<file path="src/hdl/lcx_pkg.sv">
// ----------------------------------------------------------------------------
// lcx_pkg
// shared types and constants for the line-c execute core
// ----------------------------------------------------------------------------
package lcx_pkg;

    // operation classes produced by the decoder
    typedef enum logic [2:0] {
        OP_AND,
        OP_MULU,
        OP_MULS,
        OP_ABCD,
        OP_EXG,
        OP_ILL
    } t_op;

    // operand size codes
    localparam logic [1:0] SZ_BYTE = 2'd0;
    localparam logic [1:0] SZ_WORD = 2'd1;
    localparam logic [1:0] SZ_LONG = 2'd2;
    localparam logic [1:0] SZ_MUL  = 2'd3;

    // exchange mode codes, opcode bits 7..3
    localparam logic [4:0] EXG_DD = 5'h08;
    localparam logic [4:0] EXG_AA = 5'h09;
    localparam logic [4:0] EXG_DA = 5'h11;

    // bcd correction constants
    localparam logic [4:0] BCD_DIGIT_LIM = 5'd10;
    localparam logic [9:0] BCD_LO_ADJ    = 10'h006;
    localparam logic [9:0] BCD_HI_LIM    = 10'h0A0;
    localparam logic [9:0] BCD_HI_ADJ    = 10'h060;

    // one decoded item as it travels from front to back
    typedef struct packed {
        t_op         op;
        logic [1:0]  size;
        logic [31:0] src;
        logic [31:0] dst;
        logic        x;
        logic        z;
        logic        n;
        logic        v;
        logic        c;
    } t_item;

    // queue status seen by front and back
    typedef struct packed {
        logic full;
        logic empty;
    } t_q_stat;

endpackage

</file>
<file path="src/hdl/lcx_front.sv">
// ----------------------------------------------------------------------------
// lcx_front
// accepts instruction items and classifies the opcode
// ----------------------------------------------------------------------------
module lcx_front
    import lcx_pkg::*;
(
    input  logic        i_start,
    input  logic [15:0] i_opcode,
    input  logic [31:0] i_src_operand,
    input  logic [31:0] i_dst_operand,
    input  logic        i_x_in,
    input  logic        i_z_in,
    input  logic        i_n_in,
    input  logic        i_v_in,
    input  logic        i_c_in,
    input  t_q_stat     i_q_stat,
    output logic        o_push,
    output t_item       o_item
);

    logic [7:0] lo;
    logic [1:0] sz;
    logic       dir;
    logic [4:0] mode;
    t_op        op;

    assign lo   = i_opcode[7:0];
    assign sz   = lo[7:6];
    assign dir  = i_opcode[8];
    assign mode = lo[7:3];

    always_comb begin
        if (sz == SZ_MUL) begin
            op = dir ? OP_MULS : OP_MULU;
        end else if (dir && (lo[7:4] == 4'd0)) begin
            op = OP_ABCD;
        end else if (dir && (lo[5:4] == 2'd0)) begin
            if ((mode == EXG_DD) || (mode == EXG_AA) || (mode == EXG_DA)) begin
                op = OP_EXG;
            end else begin
                op = OP_ILL;
            end
        end else begin
            op = OP_AND;
        end
    end

    assign o_push = i_start && !i_q_stat.full;

    always_comb begin
        o_item.op   = op;
        o_item.size = sz;
        o_item.src  = i_src_operand;
        o_item.dst  = i_dst_operand;
        o_item.x    = i_x_in;
        o_item.z    = i_z_in;
        o_item.n    = i_n_in;
        o_item.v    = i_v_in;
        o_item.c    = i_c_in;
    end

endmodule

</file>
<file path="src/hdl/lcx_queue.sv">
// ----------------------------------------------------------------------------
// lcx_queue
// small fifo of decoded items between front and back
// ----------------------------------------------------------------------------
module lcx_queue
    import lcx_pkg::*;
#(
    parameter int DEPTH = 2
) (
    input  logic    i_clk,
    input  logic    i_rst_n,
    input  logic    i_push,
    input  t_item   i_item,
    input  logic    i_pop,
    output t_item   o_item,
    output t_q_stat o_stat
);

    localparam int PTR_W = (DEPTH > 1) ? $clog2(DEPTH) : 1;
    localparam int CNT_W = $clog2(DEPTH + 1);

    t_item              r_mem [DEPTH];
    logic [PTR_W-1:0]   r_wr_ptr, n_wr_ptr;
    logic [PTR_W-1:0]   r_rd_ptr, n_rd_ptr;
    logic [CNT_W-1:0]   r_count,  n_count;

    function automatic logic [PTR_W-1:0] ptr_inc(input logic [PTR_W-1:0] p);
        logic [PTR_W-1:0] q;
        if (p == PTR_W'(DEPTH - 1)) begin
            q = '0;
        end else begin
            q = p + PTR_W'(1);
        end
        return q;
    endfunction

    assign o_stat.full  = (r_count == CNT_W'(DEPTH));
    assign o_stat.empty = (r_count == '0);
    assign o_item       = r_mem[r_rd_ptr];

    always_comb begin
        n_wr_ptr = i_push ? ptr_inc(r_wr_ptr) : r_wr_ptr;
        n_rd_ptr = i_pop  ? ptr_inc(r_rd_ptr) : r_rd_ptr;
        n_count  = r_count;
        if (i_push && !i_pop) begin
            n_count = r_count + CNT_W'(1);
        end else if (!i_push && i_pop) begin
            n_count = r_count - CNT_W'(1);
        end
    end

    always_ff @(posedge i_clk) begin
        if (!i_rst_n) begin
            r_wr_ptr <= '0;
            r_rd_ptr <= '0;
            r_count  <= '0;
        end else begin
            r_wr_ptr <= n_wr_ptr;
            r_rd_ptr <= n_rd_ptr;
            r_count  <= n_count;
        end
    end

    always_ff @(posedge i_clk) begin
        if (i_push) begin
            r_mem[r_wr_ptr] <= i_item;
        end
    end

    // fill level stays within the depth
    a_count_range: assert property (@(posedge i_clk) disable iff (!i_rst_n)
        r_count <= CNT_W'(DEPTH))
        else $error("queue count out of range");

    // no write into a full queue
    a_no_overflow: assert property (@(posedge i_clk) disable iff (!i_rst_n)
        o_stat.full |-> !i_push)
        else $error("push into full queue");

    // no read from an empty queue
    a_no_underflow: assert property (@(posedge i_clk) disable iff (!i_rst_n)
        o_stat.empty |-> !i_pop)
        else $error("pop from empty queue");

    // pointers meet whenever the count is zero
    a_ptr_count: assert property (@(posedge i_clk) disable iff (!i_rst_n)
        (r_count == '0) |-> (r_wr_ptr == r_rd_ptr))
        else $error("queue pointers disagree with count");

endmodule

</file>
<file path="src/hdl/lcx_back.sv">
// ----------------------------------------------------------------------------
// lcx_back
// carries out one decoded item per cycle while the queue is not empty and registers the result
// ----------------------------------------------------------------------------
module lcx_back
    import lcx_pkg::*;
(
    input  logic        i_clk,
    input  logic        i_rst_n,
    input  t_q_stat     i_q_stat,
    input  t_item       i_item,
    output logic        o_pop,
    output logic        o_done,
    output logic [31:0] o_result,
    output logic [31:0] o_second_result,
    output logic [1:0]  o_op_size,
    output logic        o_flag_n,
    output logic        o_flag_z,
    output logic        o_flag_v,
    output logic        o_flag_c,
    output logic        o_flag_x,
    output logic        o_illegal,
    output logic        o_is_exchange
);

    logic               r_done;
    logic [31:0]        r_result,  n_result;
    logic [31:0]        r_result2, n_result2;
    logic [1:0]         r_size,    n_size;
    logic               r_n, n_n, r_z, n_z, r_v, n_v, r_c, n_c, r_x, n_x;
    logic               r_ill,  n_ill;
    logic               r_xchg, n_xchg;

    logic signed [16:0] mul_a, mul_b;
    logic signed [33:0] mul_p;
    logic [31:0]        and_full;
    logic [31:0]        and_res;
    logic               and_sign;
    logic [8:0]         bcd_t;
    logic [4:0]         bcd_lo;
    logic [9:0]         bcd_r1, bcd_r2;
    logic               bcd_c;
    logic [7:0]         bcd_r;
    logic [9:0]         bcd_a;

    assign o_pop = !i_q_stat.empty;

    // shared 17x17 signed multiplier covers both mulu and muls
    always_comb begin
        mul_a = {(i_item.op == OP_MULS) && i_item.src[15], i_item.src[15:0]};
        mul_b = {(i_item.op == OP_MULS) && i_item.dst[15], i_item.dst[15:0]};
        mul_p = mul_a * mul_b;
    end

    // and, masked to size
    always_comb begin
        and_full = i_item.src & i_item.dst;
        case (i_item.size)
            SZ_BYTE: begin
                and_res  = {24'd0, and_full[7:0]};
                and_sign = and_full[7];
            end
            SZ_WORD: begin
                and_res  = {16'd0, and_full[15:0]};
                and_sign = and_full[15];
            end
            default: begin
                and_res  = and_full;
                and_sign = and_full[31];
            end
        endcase
    end

    // packed bcd add with extend
    always_comb begin
        bcd_t  = {1'b0, i_item.dst[7:0]} + {1'b0, i_item.src[7:0]} + {8'd0, i_item.x};
        bcd_lo = {1'b0, i_item.dst[3:0]} + {1'b0, i_item.src[3:0]} + {4'd0, i_item.x};
        bcd_r1 = {1'b0, bcd_t};
        if (bcd_lo >= BCD_DIGIT_LIM) begin
            bcd_r1 = bcd_r1 + BCD_LO_ADJ;
        end
        bcd_r2 = bcd_r1;
        bcd_c  = 1'b0;
        if (bcd_r1 >= BCD_HI_LIM) begin
            bcd_r2 = bcd_r1 + BCD_HI_ADJ;
            bcd_c  = 1'b1;
        end
        bcd_r = bcd_r2[7:0];
        bcd_a = {2'b00, bcd_r} - {1'b0, bcd_t};
    end

    always_comb begin
        n_result  = '0;
        n_result2 = '0;
        n_size    = SZ_BYTE;
        n_n       = i_item.n;
        n_z       = i_item.z;
        n_v       = i_item.v;
        n_c       = i_item.c;
        n_x       = i_item.x;
        n_ill     = 1'b0;
        n_xchg    = 1'b0;
        unique case (i_item.op)
            OP_MULU, OP_MULS: begin
                n_result = mul_p[31:0];
                n_size   = SZ_LONG;
                n_n      = mul_p[31];
                n_z      = (mul_p[31:0] == 32'd0);
                n_v      = 1'b0;
                n_c      = 1'b0;
            end
            OP_ABCD: begin
                n_result = {24'd0, bcd_r};
                n_c      = bcd_c;
                n_x      = bcd_c;
                n_z      = (bcd_r != 8'd0) ? 1'b0 : i_item.z;
                n_n      = bcd_r[7];
                n_v      = (bcd_t[7] ^ bcd_r[7]) & (bcd_a[7] ^ bcd_r[7]);
            end
            OP_EXG: begin
                n_result  = i_item.dst;
                n_result2 = i_item.src;
                n_size    = SZ_LONG;
                n_xchg    = 1'b1;
            end
            OP_ILL: begin
                n_ill = 1'b1;
            end
            default: begin
                n_result = and_res;
                n_size   = i_item.size;
                n_n      = and_sign;
                n_z      = (and_res == 32'd0);
                n_v      = 1'b0;
                n_c      = 1'b0;
            end
        endcase
    end

    always_ff @(posedge i_clk) begin
        if (!i_rst_n) begin
            r_done <= 1'b0;
        end else begin
            r_done <= o_pop;
        end
    end

    always_ff @(posedge i_clk) begin
        if (o_pop) begin
            r_result  <= n_result;
            r_result2 <= n_result2;
            r_size    <= n_size;
            r_n       <= n_n;
            r_z       <= n_z;
            r_v       <= n_v;
            r_c       <= n_c;
            r_x       <= n_x;
            r_ill     <= n_ill;
            r_xchg    <= n_xchg;
        end
    end

    assign o_done          = r_done;
    assign o_result        = r_result;
    assign o_second_result = r_result2;
    assign o_op_size       = r_size;
    assign o_flag_n        = r_n;
    assign o_flag_z        = r_z;
    assign o_flag_v        = r_v;
    assign o_flag_c        = r_c;
    assign o_flag_x        = r_x;
    assign o_illegal       = r_ill;
    assign o_is_exchange   = r_xchg;

endmodule

</file>
<file path="src/hdl/line_c_instruction_execute_core.sv">
// ----------------------------------------------------------------------------
// line_c_instruction_execute_core
// execute unit for 68000 line-c words: and, mulu, muls, abcd, exg
// ----------------------------------------------------------------------------
// An item is taken on a clock edge with start high and busy low, one item per
// cycle with no gaps. Its result is registered on the next edge and sits on
// the o_ ports for the cycle after that edge, marked by o_done for exactly one
// cycle; the receiver cannot stall, so the back end drains the queue every
// cycle and busy only rises if the queue fills. The back end has the single
// 17x17 signed multiplier shared by mulu and muls. Operands arrive already
// fetched; the unit returns the write-back values and the new flags only.
module line_c_instruction_execute_core
    import lcx_pkg::*;
#(
    parameter int P_QUEUE_DEPTH = 2
) (
    input  logic        i_clk,
    input  logic        i_rst_n,
    input  logic        start,
    output logic        busy,
    input  logic [15:0] i_opcode,
    input  logic [31:0] i_src_operand,
    input  logic [31:0] i_dst_operand,
    input  logic        i_x_in,
    input  logic        i_z_in,
    input  logic        i_n_in,
    input  logic        i_v_in,
    input  logic        i_c_in,
    output logic        o_done,
    output logic [31:0] o_result,
    output logic [31:0] o_second_result,
    output logic [1:0]  o_op_size,
    output logic        o_flag_n,
    output logic        o_flag_z,
    output logic        o_flag_v,
    output logic        o_flag_c,
    output logic        o_flag_x,
    output logic        o_illegal,
    output logic        o_is_exchange
);

    // front to queue
    logic    push;
    t_item   front_item;
    // queue to back
    t_item   q_item;
    t_q_stat q_stat;
    logic    pop;

    // front: take the item and classify the opcode
    lcx_front u_front (
        .i_start       (start),
        .i_opcode      (i_opcode),
        .i_src_operand (i_src_operand),
        .i_dst_operand (i_dst_operand),
        .i_x_in        (i_x_in),
        .i_z_in        (i_z_in),
        .i_n_in        (i_n_in),
        .i_v_in        (i_v_in),
        .i_c_in        (i_c_in),
        .i_q_stat      (q_stat),
        .o_push        (push),
        .o_item        (front_item)
    );

    // decoupling queue
    lcx_queue #(
        .DEPTH (P_QUEUE_DEPTH)
    ) u_queue (
        .i_clk   (i_clk),
        .i_rst_n (i_rst_n),
        .i_push  (push),
        .i_item  (front_item),
        .i_pop   (pop),
        .o_item  (q_item),
        .o_stat  (q_stat)
    );

    // back: execute and register the result
    lcx_back u_back (
        .i_clk           (i_clk),
        .i_rst_n         (i_rst_n),
        .i_q_stat        (q_stat),
        .i_item          (q_item),
        .o_pop           (pop),
        .o_done          (o_done),
        .o_result        (o_result),
        .o_second_result (o_second_result),
        .o_op_size       (o_op_size),
        .o_flag_n        (o_flag_n),
        .o_flag_z        (o_flag_z),
        .o_flag_v        (o_flag_v),
        .o_flag_c        (o_flag_c),
        .o_flag_x        (o_flag_x),
        .o_illegal       (o_illegal),
        .o_is_exchange   (o_is_exchange)
    );

    // busy only when the queue has no room
    assign busy = q_stat.full;

    // an exchange is long sized and never illegal
    a_exg_shape: assert property (@(posedge i_clk) disable iff (!i_rst_n)
        (o_done && o_is_exchange) |-> (!o_illegal && (o_op_size == SZ_LONG)))
        else $error("exchange result malformed");

    // an illegal word writes nothing
    a_ill_zero: assert property (@(posedge i_clk) disable iff (!i_rst_n)
        (o_done && o_illegal) |-> ((o_result == 32'd0) && (o_second_result == 32'd0)))
        else $error("illegal word produced data");

    // an accepted item reaches the back end on the next cycle
    a_accept_drain: assert property (@(posedge i_clk) disable iff (!i_rst_n)
        (start && !busy) |=> pop)
        else $error("accepted item not drained");

endmodule
</file>
<file path="config.mk">
export PLATFORM = sky130hd
export DESIGN_NAME = line_c_instruction_execute_core
export DESIGN_NICKNAME = d
export VERILOG_FILES = /design/src/hdl/lcx_pkg.sv /design/src/hdl/lcx_front.sv /design/src/hdl/lcx_queue.sv /design/src/hdl/lcx_back.sv /design/src/hdl/line_c_instruction_execute_core.sv
export SDC_FILE = /design/constraint.sdc
export NUM_CORES = 1
export LEC_CHECK = 0
export ABC_AREA = 1
export ABC_CLOCK_PERIOD_IN_PS = 11200
export BUFFER_PORTS_ARGS = -buffer_cell sky130_fd_sc_hd__buf_2
export CORE_UTILIZATION = 45
export DETAILED_ROUTE_END_ITERATION = 8
export PLACE_DENSITY = 0.68
export SLEW_MARGIN = 30
export SYNTH_ARGS = -nofsm -noshare
export SYNTH_HDL_FRONTEND = slang
export SYNTH_HIERARCHICAL = 1
export SYNTH_SLANG_ARGS = --single-unit
export TNS_END_PERCENT = 1
</file>
<file path="constraint.sdc">
create_clock -name i_clk -period 11.2 [get_ports i_clk]
set_input_delay 3.36 -clock i_clk [delete_from_list [all_inputs] [get_ports i_clk]]
set_output_delay 3.36 -clock i_clk [all_outputs]
set_load 0.01 [all_outputs]
</file>
==> results.json <==
{
  "outcome": "completed",
  "worstHoldPathType": "flip-flop to flip-flop",
  "synth_area_leader_cell": "edfxtp_1",
  "clkTransAtPathRegs_ns": 0.06,
  "cts_tree": "done",
  "setup_tns_ns": 0,
  "synth_compound_area_share_pct": 3.24,
  "grt_pass1_wl_um": 84400,
  "grt_max_degree": 77,
  "place_congestion": 0.892,
  "io_pins": 163,
  "clockBufferDepth": 3,
  "fin_crit_ns": 8.34,
  "synth-xor-area-share_pct": 1.17,
  "dieArea_um2": 49200,
  "die_h_um": 222,
  "crit_path_max_incr_delay_ns": 0.81,
  "synthTopCellsByArea": "edfxtp_1, fa_1, inv_1",
  "worst-r2r-setup-slack_ns": 2.86,
  "yosys.area_share.simple_pct": 13.9,
  "cts-root-buf": "clkbuf_16",
  "dpl-instance-area_um2": 22400,
  "grt_usage_pct": 21.9,
  "final_nets": 2770,
  "vias": 14947,
  "portBuffers": 152,
  "htreeDepth": 1,
  "grt_util_met3_pct": 4.35,
  "row_count": 80,
  "final_area_um2": 23200,
  "hold_depth": 2,
  "report.final.slew_viol_count": 0,
  "syn_to_final_growth_pct": 6.98,
  "worstMarginPinSlew_ns": 0.819,
  "rsz0062_at_grt": "no",
  "wl_um": 52500,
  "syn_inst": 2270,
  "cts_made_buffers": 25,
  "synth-warning-count": 6,
  "hp-start": "u_queue/r_rd_ptr$_SDFFE_PN0P_",
  "clock_skew_ns": 0.0264,
  "cp_common_cell": "fa_1",
  "fillers": 4357,
  "clock-sinks": 227,
  "avgSynthCellArea_um2": 9.57,
  "finalHoldViolations": 0,
  "async_reset_ff_share_pct": 0,
  "grt_antenna_before_repair": 3,
  "die_x_um": 222,
  "post-cts-setup-buffers": 0,
  "drive_gt1_share_pct": 13.3,
  "synth_flop_cell": "edfxtp_1",
  "synthAdderAreaFrac_pct": 31.9,
  "relSlewSlack_pct": 45.3,
  "r2r-end": "u_back/o_flag_z$_DFFE_PN_",
  "core_area_um2": 47600,
  "setup_viol": 0,
  "overflow": 0,
  "grt_pass1_vias": 15899,
  "cts_resized": 0,
  "cpMaxStageDelayCell": "dfxtp_4",
  "antenna_violating_nets_post_route": 0,
  "dr.pass1.iters": 5,
  "r2r_cells": 25,
  "cp-end-kind": "flip-flop",
  "synth.ff_latch_count": 227,
  "busiest_layer": "met2",
  "worst_hold_path.endpoint": "u_queue/r_rd_ptr$_SDFFE_PN0P_",
  "arrival_ns": 8.76,
  "synth-edff-count": 221,
  "synthMuxAreaShare_pct": 4.92,
  "max_freq_ghz": 0.120,
  "synth_top_family_by_area": "adder cells",
  "use_met1_pct": 28.7,
  "wire_per_inst_um": 17.9,
  "synth_cell_type_count": 50,
  "max_cap_viol_count": 0,
  "synth.net_count": 2741,
  "synth-seq-area-share_pct": 31.1,
  "path_class": "flip-flop to flip-flop",
  "crit_required_ns": 11.62,
  "dr.first_iter.drc_count": 974,
  "synth_area_um2": 21700,
  "grt_util_met2_pct": 36.4,
  "routed_via_density": 5.09,
  "post-synth-top-area-fraction_pct": 30.6,
  "drc": 0,
  "hpwl_um": 40500,
  "post-route-period-util_pct": 74.4,
  "initial_utilization_pct": 45.6,
  "clock_latency_ns": 0.56,
  "cp_max_fo": 38,
  "cts_hold_buf": 0,
  "startpoint_type": "flip-flop"
}
==> stage by stage <==
step	std cells	util (%)	hold slack [ns]	worst slack, ns
after floorplan	2270	-	0.466	3.98
after global routing	2935	48.8	0.579	2.46
after detailed placement	2887	47.1	0.493	3.03
after global placement	2887	47.0	0.476	3.10
final	2935	48.8	0.506	2.86
after CTS	2933	48.8	0.507	3.00
==> cell families (layout without fill, tap and decap cells) <==
family / count (synthesis) / count (layout)
flip-flops: 227 / 227
AND/OR/NAND/NOR: 727 / 727
adder cells (fa/ha/maj): 383 / 383
multiplexers: 75 / 75
buffers and inverters: 715 / 763
other: 0 / 2
AO/OA/AOI/OAI: 114 / 114
XOR/XNOR: 29 / 29
==> critical path, delay by kind of cell (launching register included) <==
family	cells	cell delay, ns
simple gates	8	1.52
fa+ha+maj	7	3.30
compound gates	4	0.94
buf+inv	4	0.84
xor+xnor	1	0.33
mux	1	0.43
flops	1	0.81
==> layer usage <==
| layer | routed length [µm] | vias to the layer above |
|---|---|---|
| met2 | 25400 | 511 |
| met5 | 8 | - |
| li1 | - | 6909 |
| met1 | 21700 | 7433 |
| met3 | 3970 | 92 |
| met4 | 1480 | 2 |
==> synthesized netlist by cell type (5+ instances only) <==
master / number
nand2_2: 8
o211ai_1: 10
nor3_1: 8
fa_1: 284
edfxtp_1: 221
mux2_4: 60
dfxtp_1: 6
buf_6: 7
nand3b_1: 6
o21ai_0: 27
nand3_2: 5
mux2_2: 14
o221ai_1: 6
a21oi_1: 44
o2111ai_1: 6
nand3_1: 61
nand2_1: 484
nand4_1: 18
nor2_1: 119
xor2_1: 15
clkbuf_1: 77
xnor2_1: 14
inv_2: 9
ha_1: 99
buf_4: 71
inv_1: 549
==> sequential cells by signal, indices dropped and copies added (netlist names), named ones only <==
signal                  cells
u_back/o_done               1
u_back/o_flag_c             1
u_back/o_flag_n             1
u_back/o_flag_v             1
u_back/o_flag_x             1
u_back/o_flag_z             1
u_back/o_illegal            1
u_back/o_is_exchange        1
u_back/o_op_size            2
u_back/o_result            32
u_back/o_second_result     32
u_queue/r_count             2
u_queue/r_mem             148
u_queue/r_rd_ptr            1
u_queue/r_wr_ptr            1
==> final cells by class <==
cell class,count,area (µm²),share of cell area (%)
Antenna cell,2,5.00,0.0215
Clock buffer,29,641,2.76
Clock inverter,17,166,0.716
Inverter,558,2100,9.02
Multi-Input combinational cell,1328,12000,51.5
Sequential cell,227,6760,29.1
Tap cell,615,769,3.31
Timing Repair Buffer,159,825,3.55
==> cells in the final DEF, fill, tap and decap left out, types with 5 or more instances in the layout <==
master,count
inv_1,547
o2111ai_1,6
dfxtp_1,5
edfxtp_1,221
a21oi_1,44
o21ai_0,27
fa_1,284
inv_2,10
nand3_2,5
nor3_1,8
nand4_1,18
nand2_2,8
nand2_1,484
clkbuf_16,25
o221ai_1,6
xnor2_1,14
xor2_1,15
o211ai_1,10
nand3b_1,6
mux2_4,60
ha_1,99
nand3_1,61
mux2_2,14
buf_2,152
nor2_1,118
clkinv_2,6
clkinv_1,5
==> worst max-delay path by stage <==
stage                         start  depth (start not counted)                       endpoint
after CTS                 flip-flop                         25      u_back/o_flag_z$_DFFE_PN_
final                     flip-flop                         25      u_back/o_flag_z$_DFFE_PN_
after global placement    flip-flop                         25      u_back/o_flag_z$_DFFE_PN_
after floorplan               start                          4  u_queue/r_mem[0][0]$_DFFE_PP_
after detailed placement  flip-flop                         25      u_back/o_flag_z$_DFFE_PN_
after global routing      flip-flop                         23  u_back/o_result[31]$_DFFE_PN_
Power is left out: the tool's default activity adds up to more than one toggle a clock period on the data nets, which glitch-free logic cannot reach.
